$ cat src/design/bstseq_pkg.sv
`default_nettype none

package bstseq_pkg;

    localparam int DIGIT_COUNT      = 6;
    localparam int UP_SEGMENT_BIT   = 8;
    localparam int DOWN_SEGMENT_BIT = 9;
    localparam int NUM_OUTPUTS      = 6;

    localparam logic [11:0] LAMP_MIN        = 12'd50;
    localparam logic [11:0] LAMP_MAX        = 12'd2000;
    localparam logic [11:0] BUZ_MIN         = 12'd20;
    localparam logic [11:0] BUZ_MAX         = 12'd300;
    localparam logic [31:0] BATTERY_REFRESH = 32'd500;
    localparam logic [15:0] ALL_SEGMENTS    = 16'h00FF;
    localparam logic [7:0]  KEY_BITS        = 8'h1F;

    localparam logic [15:0] RST_BLANK_TIME  = 16'd500;
    localparam logic [15:0] RST_STEP_PERIOD = 16'd250;
    localparam logic [15:0] RST_PAGE_PERIOD = 16'd1000;
    localparam logic [15:0] RST_RAW_PERIOD  = 16'd100;
    localparam logic [15:0] RST_KEY_HOLD    = 16'd1000;
    localparam logic [7:0]  RST_BUZZERS     = 8'h30;
    localparam logic [7:0]  RST_LAMPS       = 8'h0F;

    typedef enum logic [3:0] {
        MODE_DISABLED = 4'd0,
        MODE_STARTUP  = 4'd1,
        MODE_SEGMENT  = 4'd2,
        MODE_UP       = 4'd3,
        MODE_DOWN     = 4'd4,
        MODE_DIGITS   = 4'd5,
        MODE_RAW      = 4'd6,
        MODE_BATTERY  = 4'd7,
        MODE_KEY      = 4'd8,
        MODE_ERROR    = 4'd9
    } mode_t;

    typedef enum logic [3:0] {
        RND_NONE    = 4'd0,
        RND_CLEAR   = 4'd1,
        RND_SINGLE  = 4'd2,
        RND_DIGITS  = 4'd3,
        RND_CONFIG  = 4'd4,
        RND_RAW     = 4'd5,
        RND_BATTERY = 4'd6,
        RND_KEY     = 4'd7,
        RND_FLUSH   = 4'd8
    } render_t;

    typedef enum logic [1:0] {
        DRV_NONE    = 2'd0,
        DRV_ON      = 2'd1,
        DRV_OFF     = 2'd2,
        DRV_ALL_OFF = 2'd3
    } drive_t;

    typedef enum logic [2:0] {
        ACT_TICK    = 3'd0,
        ACT_TEST    = 3'd1,
        ACT_SELECT  = 3'd2,
        ACT_KEY     = 3'd3,
        ACT_STOP    = 3'd4,
        ACT_FAULT   = 3'd5,
        ACT_ALL_OFF = 3'd6,
        ACT_START   = 3'd7
    } action_t;

    typedef enum logic [2:0] {
        CFG_BLANK_TIME  = 3'd0,
        CFG_STEP_PERIOD = 3'd1,
        CFG_PAGE_PERIOD = 3'd2,
        CFG_RAW_PERIOD  = 3'd3,
        CFG_KEY_HOLD    = 3'd4,
        CFG_BUZZERS     = 3'd5,
        CFG_LAMPS       = 3'd6
    } cfg_index_t;

    typedef struct packed {
        logic [2:0]  action;
        logic [31:0] now_ms;
        logic [2:0]  output_id;
        logic [11:0] on_time_ms;
        logic        lamp_only;
        logic        view;
        logic [7:0]  key_bits;
    } in_item_t;

    typedef struct packed {
        logic [3:0]  mode;
        logic        running;
        logic [3:0]  render_cmd;
        logic [2:0]  render_digit;
        logic [15:0] render_segments;
        logic [1:0]  drive_cmd;
        logic [2:0]  drive_output;
        logic        test_busy;
        logic        accepted;
        logic [4:0]  key_state;
    } out_item_t;

endpackage

`default_nettype wire

$ cat src/design/board_self_test_sequencer_top.sv
// Board self-test sequencer.
// Input channel s_valid/s_ready/s_data carries one timestamped event per beat
// (tick, output test, view select, key, stop, fault, all off, start).
// Output channel m_valid/m_ready/m_data returns exactly one render/drive
// result per input beat, in order.
// Configuration channel cfg_valid/cfg_ready/cfg_index/cfg_data writes the
// timing and output-class registers; cfg_ready is always high. Write only
// while idle. Indexes past the last register are ignored.
// Path: a beat taken into the input register is processed combinationally
// and its result is written to the result register that drives m_.
// Throughput: one beat per cycle unless m_ready stalls, set by the single
// input-to-result register pass, which also updates the sequencer state.
// Reset (aresetn low, synchronous): both registers empty, sequencer disabled,
// configuration at its defaults.
// When the receiver stalls, the result register holds and the input register
// takes one more beat; s_ready then drops until m_ready returns.
`default_nettype none

module board_self_test_sequencer_top (
    input  wire logic                  aclk,
    input  wire logic                  aresetn,
    input  wire logic                  s_valid,
    output logic                       s_ready,
    input  wire bstseq_pkg::in_item_t  s_data,
    output logic                       m_valid,
    input  wire logic                  m_ready,
    output bstseq_pkg::out_item_t      m_data,
    input  wire logic                  cfg_valid,
    output logic                       cfg_ready,
    input  wire logic [2:0]            cfg_index,
    input  wire logic [15:0]           cfg_data
);
    import bstseq_pkg::*;

    // configuration
    logic [15:0] blank_time_reg, step_period_reg, page_period_reg;
    logic [15:0] raw_period_reg, key_hold_reg;
    logic [7:0]  buzzers_reg, lamps_reg;

    // pipeline
    logic      in_valid_reg, m_valid_reg;
    in_item_t  in_reg;
    out_item_t m_data_reg, res;
    logic      out_free, advance;

    // sequencer state
    mode_t       cur_mode_reg, mode_next;
    logic        active_reg, active_next;
    logic [31:0] entry_time_reg, entry_time_next;
    logic [31:0] render_time_reg, render_time_next;
    logic [31:0] pulse_start_reg, pulse_start_next;
    logic [11:0] pulse_len_reg, pulse_len_next;
    logic [31:0] key_time_reg, key_time_next;
    logic [2:0]  step_reg, step_next;
    logic        page_reg, page_next;
    logic        busy_reg, busy_next;
    logic [2:0]  pulse_out_reg, pulse_out_next;
    logic [4:0]  keys_reg, keys_next;

    // combinational helpers
    logic [31:0] d_entry, d_render, d_key, d_pulse;
    logic        blank_done, step_done, page_done, raw_done, batt_done;
    logic        key_done, pulse_done;
    logic [3:0]  next_pos;
    logic        do_enter;
    mode_t       enter_sel;
    mode_t       walk_next;
    logic        id_ok, lamp_ok, dur_ok;

    function automatic logic [15:0] walk_pattern(input mode_t m);
        logic [15:0] p;
        if (m == MODE_SEGMENT) begin
            p = ALL_SEGMENTS;
        end else if (m == MODE_UP) begin
            p = 16'(1) << UP_SEGMENT_BIT;
        end else begin
            p = 16'(1) << DOWN_SEGMENT_BIT;
        end
        return p;
    endfunction

    assign out_free  = !m_valid_reg || m_ready;
    assign advance   = in_valid_reg && out_free;
    assign s_ready   = !in_valid_reg || out_free;
    assign m_valid   = m_valid_reg;
    assign m_data    = m_data_reg;
    assign cfg_ready = 1'b1;

    always_ff @(posedge aclk) begin
        if (!aresetn) begin
            blank_time_reg  <= RST_BLANK_TIME;
            step_period_reg <= RST_STEP_PERIOD;
            page_period_reg <= RST_PAGE_PERIOD;
            raw_period_reg  <= RST_RAW_PERIOD;
            key_hold_reg    <= RST_KEY_HOLD;
            buzzers_reg     <= RST_BUZZERS;
            lamps_reg       <= RST_LAMPS;
        end else if (cfg_valid) begin
            case (cfg_index)
                CFG_BLANK_TIME:  blank_time_reg  <= cfg_data;
                CFG_STEP_PERIOD: step_period_reg <= cfg_data;
                CFG_PAGE_PERIOD: page_period_reg <= cfg_data;
                CFG_RAW_PERIOD:  raw_period_reg  <= cfg_data;
                CFG_KEY_HOLD:    key_hold_reg    <= cfg_data;
                CFG_BUZZERS:     buzzers_reg     <= cfg_data[7:0];
                CFG_LAMPS:       lamps_reg       <= cfg_data[7:0];
                default: ;
            endcase
        end
    end

    always_ff @(posedge aclk) begin
        if (!aresetn) begin
            in_valid_reg <= 1'b0;
            m_valid_reg  <= 1'b0;
        end else begin
            if (s_ready) begin
                in_valid_reg <= s_valid;
            end
            if (out_free) begin
                m_valid_reg <= in_valid_reg;
            end
        end
    end

    always_ff @(posedge aclk) begin
        if (s_valid && s_ready) begin
            in_reg <= s_data;
        end
        if (advance) begin
            m_data_reg <= res;
        end
    end

    always_ff @(posedge aclk) begin
        if (!aresetn) begin
            cur_mode_reg    <= MODE_DISABLED;
            active_reg      <= 1'b0;
            entry_time_reg  <= '0;
            render_time_reg <= '0;
            pulse_start_reg <= '0;
            pulse_len_reg   <= '0;
            key_time_reg    <= '0;
            step_reg        <= '0;
            page_reg        <= 1'b0;
            busy_reg        <= 1'b0;
            pulse_out_reg   <= 3'(NUM_OUTPUTS);
            keys_reg        <= '0;
        end else if (advance) begin
            cur_mode_reg    <= mode_next;
            active_reg      <= active_next;
            entry_time_reg  <= entry_time_next;
            render_time_reg <= render_time_next;
            pulse_start_reg <= pulse_start_next;
            pulse_len_reg   <= pulse_len_next;
            key_time_reg    <= key_time_next;
            step_reg        <= step_next;
            page_reg        <= page_next;
            busy_reg        <= busy_next;
            pulse_out_reg   <= pulse_out_next;
            keys_reg        <= keys_next;
        end
    end

    // wrapping elapsed-time checks
    assign d_entry    = in_reg.now_ms - entry_time_reg;
    assign d_render   = in_reg.now_ms - render_time_reg;
    assign d_key      = in_reg.now_ms - key_time_reg;
    assign d_pulse    = in_reg.now_ms - pulse_start_reg;
    assign blank_done = d_entry >= {16'd0, blank_time_reg};
    assign step_done  = d_entry >= {16'd0, step_period_reg};
    assign page_done  = d_entry >= {16'd0, page_period_reg};
    assign raw_done   = d_render >= {16'd0, raw_period_reg};
    assign batt_done  = d_render >= BATTERY_REFRESH;
    assign key_done   = d_key >= {16'd0, key_hold_reg};
    assign pulse_done = d_pulse >= {20'd0, pulse_len_reg};

    assign next_pos  = {1'b0, step_reg} + 4'd1;
    assign walk_next = (cur_mode_reg == MODE_SEGMENT) ? MODE_UP :
                       (cur_mode_reg == MODE_UP) ? MODE_DOWN : MODE_DIGITS;

    assign id_ok   = {1'b0, in_reg.output_id} < 4'(NUM_OUTPUTS);
    assign lamp_ok = !in_reg.lamp_only || lamps_reg[in_reg.output_id];
    assign dur_ok  = buzzers_reg[in_reg.output_id] ?
                     (in_reg.on_time_ms >= BUZ_MIN && in_reg.on_time_ms <= BUZ_MAX) :
                     (in_reg.on_time_ms >= LAMP_MIN && in_reg.on_time_ms <= LAMP_MAX);

    always_comb begin
        mode_next        = cur_mode_reg;
        active_next      = active_reg;
        entry_time_next  = entry_time_reg;
        render_time_next = render_time_reg;
        pulse_start_next = pulse_start_reg;
        pulse_len_next   = pulse_len_reg;
        key_time_next    = key_time_reg;
        step_next        = step_reg;
        page_next        = page_reg;
        busy_next        = busy_reg;
        pulse_out_next   = pulse_out_reg;
        keys_next        = keys_reg;
        do_enter         = 1'b0;
        enter_sel        = MODE_STARTUP;
        res              = '0;

        case (in_reg.action)
            ACT_TICK: begin
                if (active_reg) begin
                    if (busy_reg && pulse_done) begin
                        res.drive_cmd    = DRV_OFF;
                        res.drive_output = pulse_out_reg;
                        busy_next        = 1'b0;
                        pulse_out_next   = 3'(NUM_OUTPUTS);
                    end
                    case (cur_mode_reg)
                        MODE_STARTUP: begin
                            if (blank_done) begin
                                do_enter  = 1'b1;
                                enter_sel = MODE_SEGMENT;
                            end
                        end
                        MODE_SEGMENT, MODE_UP, MODE_DOWN: begin
                            if (step_done) begin
                                step_next = next_pos[2:0];
                                if (next_pos < 4'(DIGIT_COUNT)) begin
                                    entry_time_next     = in_reg.now_ms;
                                    res.render_cmd      = RND_SINGLE;
                                    res.render_digit    = next_pos[2:0];
                                    res.render_segments = walk_pattern(cur_mode_reg);
                                end else begin
                                    do_enter  = 1'b1;
                                    enter_sel = walk_next;
                                end
                            end
                        end
                        MODE_DIGITS: begin
                            if (page_done) begin
                                entry_time_next = in_reg.now_ms;
                                if (!page_reg) begin
                                    page_next      = 1'b1;
                                    res.render_cmd = RND_CONFIG;
                                end else begin
                                    do_enter  = 1'b1;
                                    enter_sel = MODE_RAW;
                                end
                            end
                        end
                        MODE_RAW: begin
                            if (raw_done) begin
                                render_time_next = in_reg.now_ms;
                                res.render_cmd   = RND_RAW;
                            end
                        end
                        MODE_BATTERY: begin
                            if (batt_done) begin
                                render_time_next = in_reg.now_ms;
                                res.render_cmd   = RND_BATTERY;
                            end
                        end
                        MODE_KEY: begin
                            if (key_done) begin
                                do_enter  = 1'b1;
                                enter_sel = MODE_RAW;
                            end
                        end
                        default: ;
                    endcase
                end
            end
            ACT_TEST: begin
                if (active_reg && !busy_reg && lamp_ok && id_ok && dur_ok) begin
                    pulse_start_next = in_reg.now_ms;
                    pulse_len_next   = in_reg.on_time_ms;
                    busy_next        = 1'b1;
                    pulse_out_next   = in_reg.output_id;
                    res.drive_cmd    = DRV_ON;
                    res.drive_output = in_reg.output_id;
                    res.accepted     = 1'b1;
                end
            end
            ACT_SELECT: begin
                if (active_reg) begin
                    do_enter     = 1'b1;
                    enter_sel    = in_reg.view ? MODE_BATTERY : MODE_RAW;
                    res.accepted = 1'b1;
                end
            end
            ACT_KEY: begin
                keys_next = 5'(in_reg.key_bits & KEY_BITS);
                if (active_reg && (cur_mode_reg inside {MODE_RAW, MODE_BATTERY, MODE_KEY}))
                begin
                    key_time_next  = in_reg.now_ms;
                    mode_next      = MODE_KEY;
                    res.render_cmd = RND_KEY;
                end
            end
            ACT_STOP, ACT_FAULT: begin
                res.drive_cmd  = DRV_ALL_OFF;
                res.render_cmd = RND_FLUSH;
                busy_next      = 1'b0;
                pulse_out_next = 3'(NUM_OUTPUTS);
                active_next    = 1'b0;
                mode_next      = (in_reg.action == ACT_FAULT) ? MODE_ERROR : MODE_DISABLED;
            end
            ACT_ALL_OFF: begin
                res.drive_cmd  = DRV_ALL_OFF;
                busy_next      = 1'b0;
                pulse_out_next = 3'(NUM_OUTPUTS);
            end
            default: begin
                // start: abandon any running pulse
                if (busy_reg) begin
                    res.drive_cmd    = DRV_OFF;
                    res.drive_output = pulse_out_reg;
                end
                keys_next      = '0;
                busy_next      = 1'b0;
                pulse_out_next = 3'(NUM_OUTPUTS);
                pulse_len_next = '0;
                active_next    = 1'b1;
                do_enter       = 1'b1;
                enter_sel      = MODE_STARTUP;
            end
        endcase

        if (do_enter) begin
            mode_next        = enter_sel;
            entry_time_next  = in_reg.now_ms;
            render_time_next = in_reg.now_ms;
            step_next        = '0;
            case (enter_sel)
                MODE_STARTUP: res.render_cmd = RND_CLEAR;
                MODE_SEGMENT, MODE_UP, MODE_DOWN: begin
                    res.render_cmd      = RND_SINGLE;
                    res.render_digit    = '0;
                    res.render_segments = walk_pattern(enter_sel);
                end
                MODE_DIGITS: begin
                    page_next      = 1'b0;
                    res.render_cmd = RND_DIGITS;
                end
                MODE_RAW:     res.render_cmd = RND_RAW;
                MODE_BATTERY: res.render_cmd = RND_BATTERY;
                MODE_KEY:     res.render_cmd = RND_KEY;
                default: ;
            endcase
        end

        res.mode      = mode_next;
        res.running   = active_next;
        res.test_busy = busy_next;
        res.key_state = keys_next;
    end

    a_busy_needs_active: assert property (@(posedge aclk) disable iff (!aresetn)
        busy_reg |-> active_reg)
        else $error("pulse busy while sequencer inactive");

    a_idle_mode: assert property (@(posedge aclk) disable iff (!aresetn)
        !active_reg |-> (cur_mode_reg == MODE_DISABLED || cur_mode_reg == MODE_ERROR))
        else $error("inactive sequencer in a running mode");

    a_drive_on_accepted: assert property (@(posedge aclk) disable iff (!aresetn)
        (m_valid_reg && m_data_reg.drive_cmd == DRV_ON)
            |-> (m_data_reg.accepted && m_data_reg.test_busy))
        else $error("output switched on without an accepted pulse");

    a_digit_range: assert property (@(posedge aclk) disable iff (!aresetn)
        (m_valid_reg && m_data_reg.render_cmd == RND_SINGLE)
            |-> ({1'b0, m_data_reg.render_digit} < 4'(DIGIT_COUNT)))
        else $error("single digit render beyond last digit");

    a_stall_cause: assert property (@(posedge aclk) disable iff (!aresetn)
        !s_ready |-> (in_valid_reg && m_valid_reg && !m_ready))
        else $error("input stalled without a blocked result");

endmodule

`default_nettype wire
$ cat config.mk
export PLATFORM = sky130hd
export DESIGN_NAME = board_self_test_sequencer_top
export DESIGN_NICKNAME = d
export VERILOG_FILES = /design/src/design/bstseq_pkg.sv /design/src/design/board_self_test_sequencer_top.sv
export SDC_FILE = /design/constraint.sdc
export NUM_CORES = 1
export LEC_CHECK = 0
export BUFFER_PORTS_ARGS = -buffer_cell sky130_fd_sc_hd__buf_2
export CAP_MARGIN = 20
export CORE_MARGIN = 2
export CORE_UTILIZATION = 40
export CTS_CLUSTER_DIAMETER = 50
export CTS_CLUSTER_SIZE = 30
export DETAILED_ROUTE_END_ITERATION = 8
export GPL_TIMING_DRIVEN = 1
export SYNTH_ARGS = -nofsm -noshare
export SYNTH_HDL_FRONTEND = slang
export SYNTH_SLANG_ARGS = --single-unit
$ cat constraint.sdc
create_clock -name aclk -period 4.3 [get_ports aclk]
set_input_delay 0.645 -clock aclk [delete_from_list [all_inputs] [get_ports aclk]]
set_output_delay 0.645 -clock aclk [all_outputs]
set_load 0.02 [all_outputs]
### Word-level counts from Yosys, hierarchy flattened

Cells that the tools add are included.

| word-level totals | value |
|---|---|
| register bits | 353 |
| latch bits | 0 |
| bits in writable memories | 0 |
| memory bits (read-only) | 0 |
| input bits | 84 |
| output and inout port bits | 43 |
| word-level logic and storage cells | 239 |
| memories kept | 0 |

| operators by class | value |
|---|---|
| add/subtract/negate cells | 5 |
| multipliers | 0 |
| div/mod/pow operators | 0 |
| $lt $le $gt $ge | 14 |
| equality and inequality tests | 36 |
| shift-type cells | 0 |
| multiplexer cells | 94 |
| bitwise operators | 2 |
| reductions and logical operators | 50 |

Operators with widths:

| cell | count |
|---|---|
| 2-to-1 mux 32 bit | 11 |
| >= comparator 32 x 16 -> 1 bit | 5 |
| one-hot mux 32 bit (2 select lines) | 2 |
| subtractor 32 bit | 4 |
| 2-to-1 mux 19 bit | 3 |
| 2-to-1 mux 3 bit | 19 |
| 2-to-1 mux 21 bit | 2 |
| equality test 4 x 3 -> 1 bit (second input constant) | 8 |
| >= comparator 32 x 12 -> 1 bit | 1 |
| >= comparator 32 x 9 -> 1 bit (second input constant) | 1 |
| one-hot mux 4 bit (4 select lines) | 2 |
| 2-to-1 mux 10 bit | 3 |
| 2-to-1 mux 28 bit | 1 |
| 2-to-1 mux 4 bit | 6 |
| one-hot mux 12 bit (2 select lines) | 1 |
| one-hot mux 4 bit (6 select lines) | 1 |
| 2-to-1 mux 1 bit | 23 |
| 2-to-1 mux 23 bit | 1 |
| equality test 3 bit (second input constant) | 6 |
| one-hot mux 3 bit (3 select lines) | 2 |
| equality test 4 x 2 -> 1 bit (second input constant) | 4 |
| 2-to-1 mux 16 bit | 1 |
| one-hot mux 4 bit (2 select lines) | 2 |
| inequality test 3 bit (second input constant) | 5 |
| other kinds (39) | 87 |

### Longest topological paths before layout

Gate-level depths: netlist of the first run.

| depth | value |
|---|---|
| depth in word-level cells | 13 |
| depth in mapped cells | 25 |
| mapped depth without buffers | 23 |

### Worst setup path before layout of the first run

No wires, ideal clock.

| timing | value |
|---|---|
| path type | register to register |
| start point | reg in_reg[25] (netlist name) |
| end point | reg step_reg[2] |
| setup time | 0.070 ns |
| arrival | 4.579 ns |
| required time | 4.230 ns |
| slack | -0.349 ns |
| stages on the path, launching flop included | 24 |
| buffers on the path | 1 |
| period minus slack after synthesis | 4.649 ns |
| path through | edfxtp_1 > inv_1 > ha_1 > inv_1 > fa_1 > nand3_1 > a21oi_1 > o21ai_0 > nand3_1 > xor2_1 > ha_1 > nand4_1 > a21oi_1 > a2111oi_0 > nand4_1 > a2111oi_0 > o221ai_1 > nor4_1 > and4_1 > nor2_1 > o31ai_4 > buf_6 > or4b_1 > a21oi_1 |

| between the ends | value |
|---|---|
| word-level cells in the longest chain between the ends | 8 |
| elaborated cells on any way between the ends | 19 |
| those cells by class | 2 x add/sub; 4 x order compare; 8 x mux; 5 x reduce/logical |

Ends and longest elaborated chain:

| what | RTL line | text |
|---|---|---|
| start: declaration | board_self_test_sequencer_top.sv:42 | `in_item_t in_reg;` |
| start signal: assignment | board_self_test_sequencer_top.sv:128 | `in_reg <= s_data;` |
| subtractor 32 bit, on equally long branches | board_self_test_sequencer_top.sv:168, board_self_test_sequencer_top.sv:166 |  |
| >= comparator 32 x 16 -> 1 bit, on equally long branches | -- |  |
| 2-to-1 mux 1 bit, on equally long branches | -- |  |
| one-hot mux 1 bit (4 select lines) | board_self_test_sequencer_top.sv:214 | `case (cur_mode_reg)` |
| 2-to-1 mux 1 bit | board_self_test_sequencer_top.sv:207 | `if (active_reg) begin` |
| one-hot mux 1 bit (3 select lines) | board_self_test_sequencer_top.sv:205 | `case (in_reg.action)` |
| nonzero test 2 bit (no source line) | -- |  |
| AND reduction 5 bit (no source line) | -- |  |
| end signal: assignment | board_self_test_sequencer_top.sv:157 | `step_reg <= step_next;` |
| end: declaration | board_self_test_sequencer_top.sv:54 | `logic [2:0] step_reg, step_next;` |

Several ways; a longest one is shown, not always the timed one.
A chain may end at the register's enable or synchronous reset.

==> flow_summary.yaml, run 1 <==
routing:
  drc_errors: 0
  wl_per_cell_um: 17.8
  drt_iter0_drc: 1575
  ant_nets: 0
  drt_pass1_iterations: 5
  routed_wl_um: 72300
  dr_total_vias: 21900
  post_drt_via_cell_ratio: 5.40
cells_and_area:
  final.fill_count: 5304
  final_cells: 4063
  drive_gt1_frac: 0.219
  final_nets: 3575
  largest_reg_flops: 57
  synthToLayoutAreaGrowth_pct: 28.4
  n_antenna_cell: 0
placement:
  port_buffers: 116
  dp_hpwl_um: 55000
  dp_cells: 3952
  gp_congestion: 0.945
floorplan:
  chipHeight_um: 242
  die-area_um2: 58500
  die_x_um: 242
  io_pins: 127
  start_util: 0.403
  core_area_um2: 56200
  row_count: 87
sta:
  max_freq_mhz: 208
  fin_worst_skew_ns: 0.0192
  min_period_ns: 4.80
  fin_crit_sh: 1.12
  slew_headroom: 0.420
  slew_viol_final: 0
  hold_viol: 0
  setup_violations: 91
  tightest_slew_ns: 0.861
  rsz0062_at_grt: "yes"
  fin_ws_ns: -0.503
global_routing:
  antenna_found_initial: 2
  grt_overflow: 0
  grt_max_degree: 88
  grt_first_pass_wirelength_um: 112000
  gr-usage-all-layers: 0.237
  grt_pass1_vias: 21600
power_and_ir_drop:
  p_per_area_nw_per_um2: 319
  power.static_leakage_uw: 0.0118
  ir_drop_mv: 0.326
  p_total_uw: 9280
worst_hold_path:
  hold_depth: 1
  min_path_type: "in -> reg"
  min_from: "s_data[51]"
critical_path:
  required_ns: 4.71
  crit_path_end: "m_data[31]"
  cp-start-kind: "register"
  crit_type: "reg -> reg"
  cpPeakStageDelay_ns: 0.41
  crit_fanout: 3
  r2r-start: "in_reg[25]"
  r2r-end: "m_data[31]"
  slowest_stage: "edfxtp_1"
  worstPathArrival_ns: 5.21
  r2r_cells: 27
  startpoint: "in_reg[25]"
  cp-end-kind: "register"
  ff2ff_setup_slack_ns: -0.50
run_status:
  violations: "setup timing"
  status: "finished with violations"
yosys:
  ys.flop_type: "dfxtp_1"
  netlist_area_um2: 22600
  syn_inst: 2829
  ys_seq_elements: 338
  avgSynthCellArea_um2: 8.00
  ys_warn_count: 0
  synthDistinctLibCells: 92
  async_flop_share: 0
  ys_seq_area_frac: 0.336
  synth_edf_count: 84
cts:
  root_buffer: "clkbuf_16"
  clock_path_buffers: 3
  cts_made_buffers: 45
  cts_tree: "done"
  cts.clk_slew.worst_paths_ns: 0.08
  h-tree-depth: 2
  cts_sinks: 338
  clk_latency_ns: 0.60
  hold_buffers: 0
flow_run:
  timing.max_cap.violations: 0
==> worst max-delay path, delay by kind of cell, from the launching register on <==
| kind | cells | cell delay (ns) |
|---|---|---|
| compound gates | 9 | 1.51 |
| flops | 1 | 0.41 |
| buf+inv | 6 | 0.65 |
| fa+ha+maj | 3 | 0.77 |
| simple gates | 8 | 1.08 |
| xor+xnor | 1 | 0.15 |
==> routing by layer <==
layer  GRT usage  vias up  routed length (um)  part of all wire
li1            -    10800                   -                 -
met1       0.303    10400               31800              0.44
met2       0.402      558               34100              0.47
met3      0.0342      160                3680             0.051
met4      0.0940        0                2660             0.037
met5           0        -                   0                 0
==> repair_timing <==
item,in CTS,in global routing
gates cloned,0,1
pin swaps,49,35
gates resized for setup,72,71
endpoints found under the hold margin,0,0
setup buffers,17,13
setup endpoints to repair,92,94
==> power by group <==
group | leakage [uW] | switching, uW | internal [uW]
Sequential | 0.00287 | 57.1 | 3330
Combinational | 0.00810 | 1010 | 789
Clock | 0.000799 | 1790 | 2310
==> synth_stat cells (72+ instances only) <==
cell / count / area share
dfxtp_1: 254 / 0.22
clkbuf_1: 82 / 0.014
inv_1: 257 / 0.043
edfxtp_1: 84 / 0.11
ha_1: 217 / 0.12
nand2_1: 547 / 0.091
a21oi_1: 307 / 0.068
a21o_1: 72 / 0.024
mux2i_1: 81 / 0.036
nor2_1: 136 / 0.023
o21ai_0: 116 / 0.026
==> placed cells by master, fill, tap and decap left out, types with 16 or more instances in the layout <==
master and instances:
xnor2_1 40, nand2b_1 46, dfxtp_1 254, clkbuf_16 46, o21a_1 26, o21ai_0 98, nand4_1 33, and3_1 18
nor2b_1 17, a21oi_2 20, a21o_1 71, a211oi_1 34, nor2_1 133, buf_2 115, nand2_1 546, o21ai_1 16
xor2_1 32, buf_4 369, mux2i_1 81, ha_1 204, inv_1 253, a21oi_1 286, nor3_1 35, edfxtp_1 84
nand3_1 39, o211ai_1 46
==> final cells by class <==
type | count | area, um2 | share of cell area
clock inverters | 38 | 533 | 0.0184
well taps | 756 | 946 | 0.0326
clock buffers | 46 | 1130 | 0.0389
flip-flops and latches | 338 | 7610 | 0.262
inverters | 258 | 971 | 0.0334
repair buffers | 505 | 3650 | 0.126
multi-input cells | 2122 | 14200 | 0.489
==> worst min path at each step <==
stage                             to  slack, ns
CTS                       in_reg[51]       0.18
floorplan           pulse_out_reg[2]       0.42
finish                    in_reg[51]       0.21
global placement    pulse_out_reg[2]       0.44
global route              in_reg[50]       0.19
detailed placement    buzzers_reg[2]       0.45
==> logic make-up (layout without fill, tap and decap cells) <==
group	after synthesis	after routing	share of synthesized area
flops	338	338	0.336
mux	84	84	0.0383
buf+inv	374	847	0.0660
fa+ha+maj	221	221	0.124
simple gates	955	955	0.187
other cells	2	7	0.000332
xor+xnor	78	78	0.0302
compound gates	777	777	0.218
==> per-stage QoR <==
stage               utilization  setup TNS (ns)  area [um2]  setup slack (ns)  hold WS, ns
floorplan                     -         -0.0787       22800           -0.0622        0.425
global placement          0.473          -56.77       26500             -1.00        0.435
detailed placement        0.473          -72.27       26500             -1.19        0.446
CTS                       0.509          -44.25       28600            -0.580        0.183
global route              0.517          -60.11       29000            -0.779        0.186
finish                    0.517          -39.70       29000            -0.503        0.213
No activity file was read; power rests on OpenSTA's default activity.
==> run 2: changes to the inputs <==
--- a/config.mk
+++ b/config.mk
@@ -12,7 +12,6 @@
 export CTS_CLUSTER_DIAMETER = 50
 export CTS_CLUSTER_SIZE = 30
 export DETAILED_ROUTE_END_ITERATION = 8
-export GPL_TIMING_DRIVEN = 1
 export SYNTH_ARGS = -nofsm -noshare
 export SYNTH_HDL_FRONTEND = slang
 export SYNTH_SLANG_ARGS = --single-unit
==> constraint.sdc (replaced) <==
create_clock -name aclk -period 4.3 [get_ports aclk]
set_input_delay 0.86 -clock aclk [delete_from_list [all_inputs] [get_ports aclk]]
set_output_delay 0.86 -clock aclk [all_outputs]
set_load 0.02 [all_outputs]
==> run 2 against run 1 <==
The flow still finishes with violations (setup timing); die area did not move; via count fell by 0.34%; final cell count rose by 0.20%; clock power barely moved; worst hold slack improved by 0.21 ns; count of clock-buffer cells in the layout rose by 4; non-clock buffer count rose by 4; global-route usage rose by 0.16 points.
==> flow_summary.yaml, run 2 (same netlist as run 1, synthesis figures left out) <==
critical_path:
  startpoint: "in_reg[25]"
  cp-start-kind: "register"
  worstPathArrival_ns: 5.45
  crit_type: "reg -> reg"
  r2r-end: "step_reg[2]"
  ff2ff_setup_slack_ns: -0.63
  r2r-start: "in_reg[25]"
  crit_top_cell: "buf_6"
  slowest_stage: "or4b_4"
  r2r_cells: 26
  crit_fanout: 3
  required_ns: 4.82
  cpPeakStageDelay_ns: 0.45
  cp-end-kind: "register"
routing:
  ant_nets: 0
  drt_pass1_iterations: 5
  post_drt_via_cell_ratio: 5.37
  dr_total_vias: 21900
  drt_iter0_drc: 1449
  drc_errors: 0
  routed_wl_um: 71100
  wl_per_cell_um: 17.5
power_and_ir_drop:
  seqPwrFrac: 0.367
  clock_power_share: 0.441
  p_switching_uw: 2850
  switching_share: 0.308
  p_per_area_nw_per_um2: 318
  power.static_leakage_uw: 0.0118
  ir_drop_mv: 0.352
  power_frac_comb: 0.192
  p_int_uw: 6380
cts:
  cts_made_buffers: 47
  cts.clk_slew.worst_paths_ns: 0.06
  cts_tree: "done"
  clock_path_buffers: 3
  root_buffer: "clkbuf_16"
  cts_sinks: 338
  h-tree-depth: 2
  clk_latency_ns: 0.61
global_routing:
  grt_first_pass_wirelength_um: 113000
  grt_overflow: 0
  grt_pass1_vias: 21500
  antenna_found_initial: 0
  gr-usage-all-layers: 0.238
  grt_max_degree: 120
placement:
  port_buffers: 116
  dp_hpwl_um: 54400
  dp_cells: 3944
  gp_congestion: 0.943
run_status:
  status: "finished with violations"
  violations: "setup timing"
sta:
  hold_viol: 0
  max_freq_mhz: 203
  slew_headroom: 0.400
  tightest_slew_ns: 0.901
  rsz0062_at_grt: "yes"
  fin_worst_skew_ns: 0.0250
  fin_ws_ns: -0.629
  slew_viol_final: 0
  fin_crit_sh: 1.15
  min_period_ns: 4.93
  setup_violations: 93
cells_and_area:
  n_antenna_cell: 0
  synthToLayoutAreaGrowth_pct: 28.2
  final_cells: 4071
  largest_reg_flops: 57
  final_common_cell: "nand2_1"
  final.fill_count: 5368
  final_nets: 3581
  drive_gt1_frac: 0.214
  fin_util: 0.516
  mostFrequentLayoutCells: "nand2_1, buf_4, a21oi_1"
worst_hold_path:
  hold_depth: 1
  min_to: "in_reg[58]"
  min_path_type: "in -> reg"
  min_from: "s_data[58]"
floorplan:
  start_util: 0.403
  die_x_um: 242
  row_count: 87
  die-area_um2: 58500
  core_area_um2: 56200
  chipHeight_um: 242
  io_pins: 127
flow_run:
  timing.max_cap.violations: 0
run 2: changes by cell type in the layout (fill, tap and decap cells not counted), moves of 4 or more:
| cell | change |
|---|---|
| o21ai_0 | +4 |
| inv_8 | +7 |
| a21oi_1 | +4 |
| ha_1 | +6 |
run 2: area by class of cell:
cell class	count	area (um2)	share of cell area
Clock inverter	38	477	0.0164
Timing Repair Buffer	509	3730	0.129
Sequential cell	338	7610	0.262
Multi-Input combinational cell	2122	14000	0.484
Clock buffer	50	1220	0.0420
Tap cell	756	946	0.0326
Inverter	258	971	0.0335
run 2: stage by stage:
stage               setup TNS (ns)  power, uW  hold WS [ns]  worst slack [ns]  area (um2)
floorplan                  -0.0787       4430         0.425           -0.0622       22800
global placement            -50.39       5090         0.440            -0.684       26500
detailed placement          -71.90       5130         0.441            -0.918       26500
CTS                         -44.68       9290         0.401            -0.626       28900
global route                -72.09       9640         0.404            -0.900       29000
finish                      -46.29       9230         0.427            -0.629       29000
run 2: power by group through the flow:
stage          Clock, uW  Sequential, uW  Combinational, uW
2_1_floorplan          0            3460                965
3_3_place_gp           0            3460               1640
3_5_place_dp           0            3460               1670
4_1_cts             4160            3390               1740
5_1_grt             4300            3400               1940
6_report            4070            3390               1770
run 2: worst max-delay path, delay by kind of cell, from the launching register on:
| kind | cells | cell delay (ns) |
|---|---|---|
| AO/OA/AOI/OAI | 8 | 1.37 |
| AND/OR/NAND/NOR | 8 | 1.50 |
| buffers and inverters | 6 | 0.59 |
| adder cells (fa/ha/maj) | 3 | 0.78 |
| XOR/XNOR | 1 | 0.18 |
| flip-flops | 1 | 0.40 |
run 2: worst max-delay path by stage:
stage | end | depth (start not counted)
final | step_reg[2] | 26
after global routing | step_reg[2] | 26
after CTS | render_time_reg[30] | 27
after detailed placement | m_data[31] | 22
after global placement | pulse_out_reg[1] | 21
after floorplan | step_reg[2] | 23
run 2: metal layers:
layer,global-route usage,vias to the layer above,share of wire
met5,0,-,0
met4,0.0828,0,0.030
met3,0.0294,125,0.041
met2,0.414,500,0.48
met1,0.304,10400,0.45
li1,-,10900,-
run 2: timing repair:
action	in CTS	in global routing
setup endpoints to repair	92	94
endpoints found under the hold margin	0	0
cloned	4	0
pin swaps	20	17
gates resized for setup	73	33
hold buffers	0	0
setup buffers	31	6
